**config.mk**
```make
export PLATFORM = sky130hd
export DESIGN_NAME = btmx_edge
export DESIGN_NICKNAME = d
export VERILOG_FILES = /design/src/hdl/btmx_pkg.sv /design/src/hdl/btmx_edge.sv
export SDC_FILE = /design/constraint.sdc
export NUM_CORES = 1
export LEC_CHECK = 0
export ABC_CLOCK_PERIOD_IN_PS = 6800
export BUFFER_PORTS_ARGS = -buffer_cell sky130_fd_sc_hd__buf_2
export CORE_UTILIZATION = 44
export DETAILED_ROUTE_END_ITERATION = 6
export GPL_TIMING_DRIVEN = 1
export PLACE_DENSITY = 0.94
export SETUP_SLACK_MARGIN = 0.2
export SYNTH_ARGS = -nofsm -noshare
export SYNTH_HDL_FRONTEND = slang
export SYNTH_SLANG_ARGS = --single-unit
```
**constraint.sdc**
```tcl
create_clock -name vclk -period 6.8
set_clock_uncertainty 0.05 [all_clocks]
set_input_delay 1.02 -clock vclk [all_inputs]
set_output_delay 1.02 -clock vclk [all_outputs]
set_load 0.05 [all_outputs]
```
**src/hdl/btmx_pkg.sv**
```systemverilog
// ============================================================================
// btmx_pkg - shared types and constants for the binary trie min-xor block
// Holds the transfer payload structs, command and status codes, the
// sequencer state type and the edge unit operation and flag types.
// ============================================================================
package btmx_pkg;

  // Payload field widths
  localparam int KEY_W    = 60;
  localparam int CMD_W    = 2;
  localparam int STATUS_W = 2;

  // Stored key total is a fixed 16-bit counter
  localparam int TOTAL_W = 16;
  localparam logic [TOTAL_W-1:0] TOTAL_MAX = 16'hFFFF;

  // Command codes
  localparam logic [CMD_W-1:0] CMD_INSERT = 2'd0;
  localparam logic [CMD_W-1:0] CMD_REMOVE = 2'd1;
  localparam logic [CMD_W-1:0] CMD_QUERY  = 2'd2;

  // Status codes
  localparam logic [STATUS_W-1:0] STAT_OK     = 2'd0;
  localparam logic [STATUS_W-1:0] STAT_EMPTY  = 2'd1;
  localparam logic [STATUS_W-1:0] STAT_FULL   = 2'd2;
  localparam logic [STATUS_W-1:0] STAT_ABSENT = 2'd3;

  typedef struct packed {
    logic [CMD_W-1:0] command;
    logic [KEY_W-1:0] key;
  } btmx_req_t;

  typedef struct packed {
    logic [KEY_W-1:0]    min_xor;
    logic [STATUS_W-1:0] status;
  } btmx_res_t;

  // Sequencer states
  typedef enum logic [3:0] {
    S_CLEAR,
    S_IDLE,
    S_OPEN,
    S_CHECK,
    S_FIT,
    S_REOPEN,
    S_UPDATE,
    S_QUERY,
    S_REPORT
  } state_t;

  // Edge unit operations
  typedef enum logic [1:0] {
    EOP_LOOK,
    EOP_QUERY,
    EOP_INC,
    EOP_DEC
  } edge_op_t;

  // Edge unit status toward the sequencer
  typedef struct packed {
    logic flipped;
    logic cnt_zero;
    logic cnt_full;
    logic child_null;
  } edge_flags_t;

endpackage

```
**src/hdl/btmx_edge.sv**
```systemverilog
// ============================================================================
// btmx_edge - shared edge unit of the trie walk
// Takes one node row (child and count for both edges), picks the edge for
// the key bit, reports its flags, and builds the updated row for an insert
// (allocate and increment) or a remove (decrement).
// ============================================================================
module btmx_edge #(
  parameter int NODE_W  = 12,
  parameter int COUNT_W = 16
) (
  input  logic [2*(NODE_W+COUNT_W)-1:0] row,
  input  logic                          bit_in,
  input  btmx_pkg::edge_op_t            op,
  input  logic [NODE_W-1:0]             free_node,
  output logic [2*(NODE_W+COUNT_W)-1:0] row_new,
  output logic [NODE_W-1:0]             child,
  output btmx_pkg::edge_flags_t         flags
);
  import btmx_pkg::*;

  localparam int SIDE_W = NODE_W + COUNT_W;

  logic [NODE_W-1:0]  child_a [2];
  logic [COUNT_W-1:0] cnt_a   [2];
  logic               side;
  logic [NODE_W-1:0]  child_new;
  logic [COUNT_W-1:0] cnt_new;

  // Split the row into both of its edges
  always_comb begin
    for (int s = 0; s < 2; s++) begin
      child_a[s] = row[s*SIDE_W+COUNT_W +: NODE_W];
      cnt_a[s]   = row[s*SIDE_W +: COUNT_W];
    end
  end

  // Pick the edge: a query steers to the other edge when this one is empty
  always_comb begin
    if (op == EOP_QUERY && cnt_a[bit_in] == '0) begin
      side = ~bit_in;
    end else begin
      side = bit_in;
    end
  end

  assign flags.flipped    = (side != bit_in);
  assign flags.cnt_zero   = (cnt_a[side] == '0);
  assign flags.cnt_full   = &cnt_a[side];
  assign flags.child_null = (child_a[side] == '0);

  // Allocate a fresh node on insert where the edge has no child
  assign child_new = (op == EOP_INC && flags.child_null) ? free_node : child_a[side];
  assign child     = child_new;

  // Count update for the chosen edge
  always_comb begin
    case (op)
      EOP_INC: cnt_new = cnt_a[side] + 1'b1;
      EOP_DEC: cnt_new = cnt_a[side] - 1'b1;
      default: cnt_new = cnt_a[side];
    endcase
  end

  // Rebuild the row with the chosen edge replaced
  always_comb begin
    row_new = row;
    row_new[side*SIDE_W +: SIDE_W] = {child_new, cnt_new};
  end

endmodule

```
Word-level counts from Yosys, hierarchy flattened --
Cells that the tools add are included.
Operators by class: eq/ne operators 4, bitwise gates (word level) 3, multipliers 1, add/subtract/negate cells 3, multiplexer cells 13, magnitude comparators 2, shift operators 2, reductions and logical operators 6
Operators with widths (count):
- two-way mux 16 bit | 6
- bitwise mux 56 bit | 1
- variable shift 28 x 34 -> 56 bit (first input constant) | 1
- indexed part select 28 x 34 -> 56 bit | 1
- two-way mux 12 bit | 4
- negation 6 -> 34 bit | 1
- zero test 16 bit | 2
- case mux 16 bit (2 select lines) | 1
- adder 16 x 1 -> 16 bit (second input constant) | 1
- AND reduction 16 bit | 1
- subtractor 16 x 1 -> 16 bit (second input constant) | 1
- zero test 12 bit | 1
- == test 2 bit (second input constant) | 2
- greater-or-equal comparator 2 bit (second input constant) | 2
- multiplier 1 x 3 -> 4 bit (second input constant) | 1
- inverter 1 -> 2 bit | 2
- == test 2 x 1 -> 1 bit (second input constant) | 1
- logical AND 1 bit | 2
- two-way mux 1 bit | 1
- != test 1 bit | 1
- inverter 1 bit | 1
Word-level totals: flip-flop bits (word level) 0, logic and storage cells 34

Longest topological paths before layout --
word-level depth 16, gate-level depth with buffers 19, depth with buffers taken out 16

Worst setup path before layout --
No wires, ideal clock.
path type in2out, start in row[30], end out row_new[43], arrival 5582 ps, path slack 148 ps, stages 18, buffers on the path 3, cell sequence or4_1 or4_1 o31a_1 a21o_1 buf_2 buf_8 clkbuf_1 nand2_1 nand2_1 ha_1 a21o_1 a21oi_1 o21ai_0 a21o_4 a31oi_4 o31a_1 mux2i_1 xor2_1
Between the ends: longest elaborated chain between the ends 15
RTL lines:
- from (decl) | line btmx_edge.sv:11 | input logic [2*(NODE_W+COUNT_W)-1:0] row,
- parallel branches: the longest is 14 deep, another holds negation 6 -> 34 bit
- bitwise mux 56 bit (*) | line btmx_edge.sv:67 | row_new[side*SIDE_W +: SIDE_W] = {child_new, cnt_new};
- to (decl) | line btmx_edge.sv:15 | output logic [2*(NODE_W+COUNT_W)-1:0] row_new,
Mark *: on every way between the ends. The select of a mux whose other input is x is not followed.

Final worst setup path --
Same ends and word-level chain as after synthesis.

==> run_summary.xml <==
<?xml version="1.0" encoding="UTF-8"?>
<metrics>
  <group name="global_routing">
    <metric name="grt_overflow_total" unit="">0</metric>
    <metric name="grt_pass1_vias" unit="">2600</metric>
    <metric name="groute.usage.overall" unit="%">29.41</metric>
    <metric name="grt_use_met3" unit="%">2.453</metric>
    <metric name="grt_first_pass_wirelength" unit="mm">12.31</metric>
    <metric name="global_route.usage.met1" unit="%">41.19</metric>
    <metric name="grt_start_max_net_pins" unit="">23</metric>
    <metric name="use_met2" unit="%">49.21</metric>
    <metric name="busiest_layer_in_global_routing" unit="">met2</metric>
    <metric name="antenna_found_initial" unit="">0</metric>
  </group>
  <group name="clock_tree">
    <metric name="cts.hold.buffers_added" unit="">0</metric>
  </group>
  <group name="sta">
    <metric name="final.min_clock_period" unit="ps">6423</metric>
    <metric name="report.final.setup_viol" unit="">0</metric>
    <metric name="timing_worst_slew_pin_value" unit="ps">814.9</metric>
    <metric name="period_share" unit="%">94.45</metric>
    <metric name="timing_hold_violations_final" unit="">0</metric>
    <metric name="max_freq" unit="MHz">155.7</metric>
    <metric name="grt_setup_unrepaired" unit="">false</metric>
    <metric name="timing.setup.tns" unit="ps">0</metric>
    <metric name="max_slew_violation_count" unit="">0</metric>
    <metric name="slew_headroom" unit="%">45.47</metric>
  </group>
  <group name="synthesis">
    <metric name="synth.avg_cell_area" unit="um2">6.726</metric>
    <metric name="number_of_distinct_standard_cells_referenced_by_the_synthesized_netlist" unit="">46</metric>
    <metric name="synth.yosys.seq_area_share" unit="%">0</metric>
    <metric name="synth.top_cell.area_share" unit="%">12.64</metric>
    <metric name="syn_nets" unit="">392</metric>
    <metric name="leading_post_synthesis_cells_by_cell_area" unit="">sky130_fd_sc_hd__mux2i_1 13%, sky130_fd_sc_hd__a21o_1 11%, sky130_fd_sc_hd__nand2_1 8.9%</metric>
    <metric name="synth_top_cell_by_area" unit="">sky130_fd_sc_hd__mux2i_1</metric>
    <metric name="synth_cells" unit="">306</metric>
    <metric name="netlist_area" unit="um2">2058</metric>
    <metric name="yosysWarnings" unit="">0</metric>
  </group>
  <group name="cells_and_area">
    <metric name="finish.instance_area" unit="um2">2859</metric>
    <metric name="design.final.nets" unit="">531</metric>
    <metric name="final.clkbuf_count" unit="">0</metric>
    <metric name="register_area" unit="um2">0</metric>
    <metric name="num_antenna_cells" unit="">0</metric>
    <metric name="proportion_of_layout_cells_with_a_drive_suffix_above_1" unit="%">40.18</metric>
    <metric name="area_growth" unit="%">38.91</metric>
    <metric name="design.seq.count" unit="">0</metric>
    <metric name="nFillCells" unit="">402</metric>
  </group>
  <group name="run_status">
    <metric name="run_status" unit="">finished, final reports clean</metric>
  </group>
  <group name="power">
    <metric name="power.density" unit="nW/um2">124.9</metric>
    <metric name="comb_power_share" unit="%">100.0</metric>
    <metric name="power_frac_clock" unit="%">0</metric>
    <metric name="power.static_leakage" unit="nW">1.681</metric>
    <metric name="ir_drop" unit="V">0.00007243</metric>
    <metric name="power.net_switching" unit="W">0.0002476</metric>
    <metric name="internal_power" unit="W">0.0001094</metric>
    <metric name="p_seq_share" unit="%">0</metric>
    <metric name="fin_total_pwr" unit="W">0.0003571</metric>
    <metric name="net_switching_fraction_of_the_power" unit="%">69.35</metric>
  </group>
  <group name="setup_path">
    <metric name="path_cells" unit="">buf_2, or4_1, or4_4, o31a_1, a21o_1, buf_6, mux2i_1, inv_1, ha_1, nand2_1, or2b_2, a221o_1, a31oi_4, o31a_1, mux2i_2, xor2_2, buf_6</metric>
    <metric name="critPathBufInv" unit="">4</metric>
    <metric name="crit_path_start_kind" unit="">primary input</metric>
    <metric name="cpLargestDelayFamily" unit="">simple AND/OR/NAND/NOR gates</metric>
    <metric name="critical_path.endpoint_type" unit="">primary output</metric>
    <metric name="timing_worst_setup_path_type" unit="">primary input to primary output</metric>
    <metric name="largest_fanout_on_the_critical_path" unit="">7</metric>
    <metric name="timing.critical_path.slowest_cell_delay" unit="ps">530</metric>
    <metric name="worst_setup_path_startpoint" unit="">row[30]</metric>
    <metric name="cp_data_required_time" unit="ps">5730</metric>
    <metric name="cp_data_arrival_time" unit="ps">5350</metric>
    <metric name="worst_path_max_delay_cell" unit="">sky130_fd_sc_hd__or4_1</metric>
  </group>
  <group name="placement">
    <metric name="dp_hpwl" unit="mm">6.400</metric>
    <metric name="io_buffers" unit="">143</metric>
    <metric name="placed_area" unit="um2">2809</metric>
    <metric name="globalplace.congestion" unit="">0.9678</metric>
  </group>
  <group name="detailed_routing">
    <metric name="viasPerCell" unit="">5.741</metric>
    <metric name="route.final.wire_length" unit="mm">7.773</metric>
    <metric name="detail-route-antenna-nets" unit="">0</metric>
    <metric name="dr_total_vias" unit="">2842</metric>
    <metric name="avgRoutedWirePerCell" unit="um">15.70</metric>
    <metric name="drt_first_pass_iters" unit="">5</metric>
    <metric name="drc_violation_count_after_routing" unit="">0</metric>
    <metric name="drt-initial-drc-count" unit="">314</metric>
  </group>
  <group name="min_path">
    <metric name="hold_path.class" unit="">primary input to primary output</metric>
    <metric name="min-delay-start" unit="">row[43]</metric>
  </group>
  <group name="floorplan">
    <metric name="initial_utilization" unit="%">46.63</metric>
    <metric name="die_height" unit="um">70.40</metric>
    <metric name="rows" unit="">24</metric>
    <metric name="die-area" unit="um2">4955</metric>
    <metric name="dieWidth" unit="um">70.40</metric>
    <metric name="floorplan.io_pins" unit="">143</metric>
    <metric name="floorplan.core_area" unit="um2">4414</metric>
  </group>
  <group name="job">
    <metric name="drv.max_cap_violation_count" unit="">0</metric>
  </group>
</metrics>
[cell type report]
| class | instances | area (um2) | share of cell area, % |
|---|---|---|---|
| Multi-Input combinational cell | 267 | 1916 | 67.00 |
| Inverter | 28 | 110.1 | 3.851 |
| Timing Repair Buffer | 148 | 768.2 | 26.87 |
| Tap cell | 52 | 65.06 | 2.276 |
[cell usage after synthesis, drive strengths merged, types with 2 or more instances]
| cell | count |
|---|---|
| nor2b | 2 |
| buf | 8 |
| a21oi | 12 |
| nor3 | 3 |
| o21ai | 21 |
| o31a | 3 |
| nor2 | 18 |
| nand2 | 49 |
| nand3 | 10 |
| a21o | 32 |
| nand4 | 5 |
| clkbuf | 3 |
| mux2 | 17 |
| or3 | 3 |
| and2 | 2 |
| ha | 14 |
| or4 | 4 |
| a31oi | 2 |
| inv | 27 |
| nor4 | 14 |
| o21bai | 2 |
| o31ai | 2 |
| mux2i | 26 |
| xor2 | 5 |
| xnor2 | 11 |
[cells by family (layout without fill, tap and decap cells)]
group | Yosys count | count (layout) | synth area share (%)
buf+inv | 39 | 176 | 8.632
xor+xnor | 16 | 16 | 6.808
simple gates | 115 | 115 | 26.69
mux | 43 | 43 | 21.95
compound gates | 78 | 78 | 26.44
fa+ha+maj | 15 | 15 | 9.483
[metrics by stage]
step	util, %	hold WS [ps]	worst slack, ps	instances
6_report	64.77	2355	377.4	495
5_1_grt	64.77	2374	207.4	495
4_1_cts	63.80	2394	198.6	494
3_5_place_dp	63.63	2394	184.0	494
3_3_place_gp	63.63	2389	400.3	494
2_1_floorplan	-	2171	219.0	306
[final timing paths]
kind	endpoint	slack (ps)	cells past startpoint
setup / recovery	row_new[43]	380	17
hold / removal	row_new[43]	2350	3
[cells in the final DEF, fill, tap and decap left out, types with 2 or more instances in the layout]
master                     synthesis  routed
sky130_fd_sc_hd__or4_1             3       2
sky130_fd_sc_hd__nand2_1          49      49
sky130_fd_sc_hd__xnor2_1          11      11
sky130_fd_sc_hd__o31a_1            3       3
sky130_fd_sc_hd__inv_1            27      27
sky130_fd_sc_hd__mux2i_2           0       2
sky130_fd_sc_hd__ha_1             14      14
sky130_fd_sc_hd__nor4_1           14      14
sky130_fd_sc_hd__mux2i_1          26      24
sky130_fd_sc_hd__o21ai_0           6       5
sky130_fd_sc_hd__mux2_1            4       4
sky130_fd_sc_hd__buf_6             1       2
sky130_fd_sc_hd__buf_4             0       5
sky130_fd_sc_hd__or3_1             2       2
sky130_fd_sc_hd__o21ai_1          15      16
sky130_fd_sc_hd__mux2_2           13      13
sky130_fd_sc_hd__a21oi_1          11      10
sky130_fd_sc_hd__a21oi_2           1       2
sky130_fd_sc_hd__nor3_1            3       3
sky130_fd_sc_hd__a21o_4            2       2
sky130_fd_sc_hd__xor2_1            5       4
sky130_fd_sc_hd__nand4_1           5       5
sky130_fd_sc_hd__a21o_1           29      29
sky130_fd_sc_hd__buf_2             6     140
sky130_fd_sc_hd__and2_1            2       2
sky130_fd_sc_hd__nor2_1           18      18
sky130_fd_sc_hd__nor2b_1           2       2
sky130_fd_sc_hd__nand3_1          10      10
sky130_fd_sc_hd__o21bai_1          2       2
[power by group through the flow]
stage / combinational, W / clock [W] / sequential, W
2_1_floorplan: 0.000258 / 0 / 0
3_3_place_gp: 0.000342 / 0 / 0
3_5_place_dp: 0.000347 / 0 / 0
4_1_cts: 0.000349 / 0 / 0
5_1_grt: 0.000378 / 0 / 0
6_report: 0.000357 / 0 / 0
[metal layers]
metal / vias up / routed length (um)
li1: 1385 / -
met4: 0 / 107
met1: 1289 / 3431
met3: 17 / 546
met5: - / 0
met2: 151 / 3687
[timing repair]
action / CTS / global route
pin swaps: 0 / 1
setup endpoints to repair: 2 / 8
endpoints found under the hold margin: 0 / 0
buffers inserted: 0 / 1
gates resized for setup: 1 / 13
Note: power is estimated with default switching activity, not from simulation.
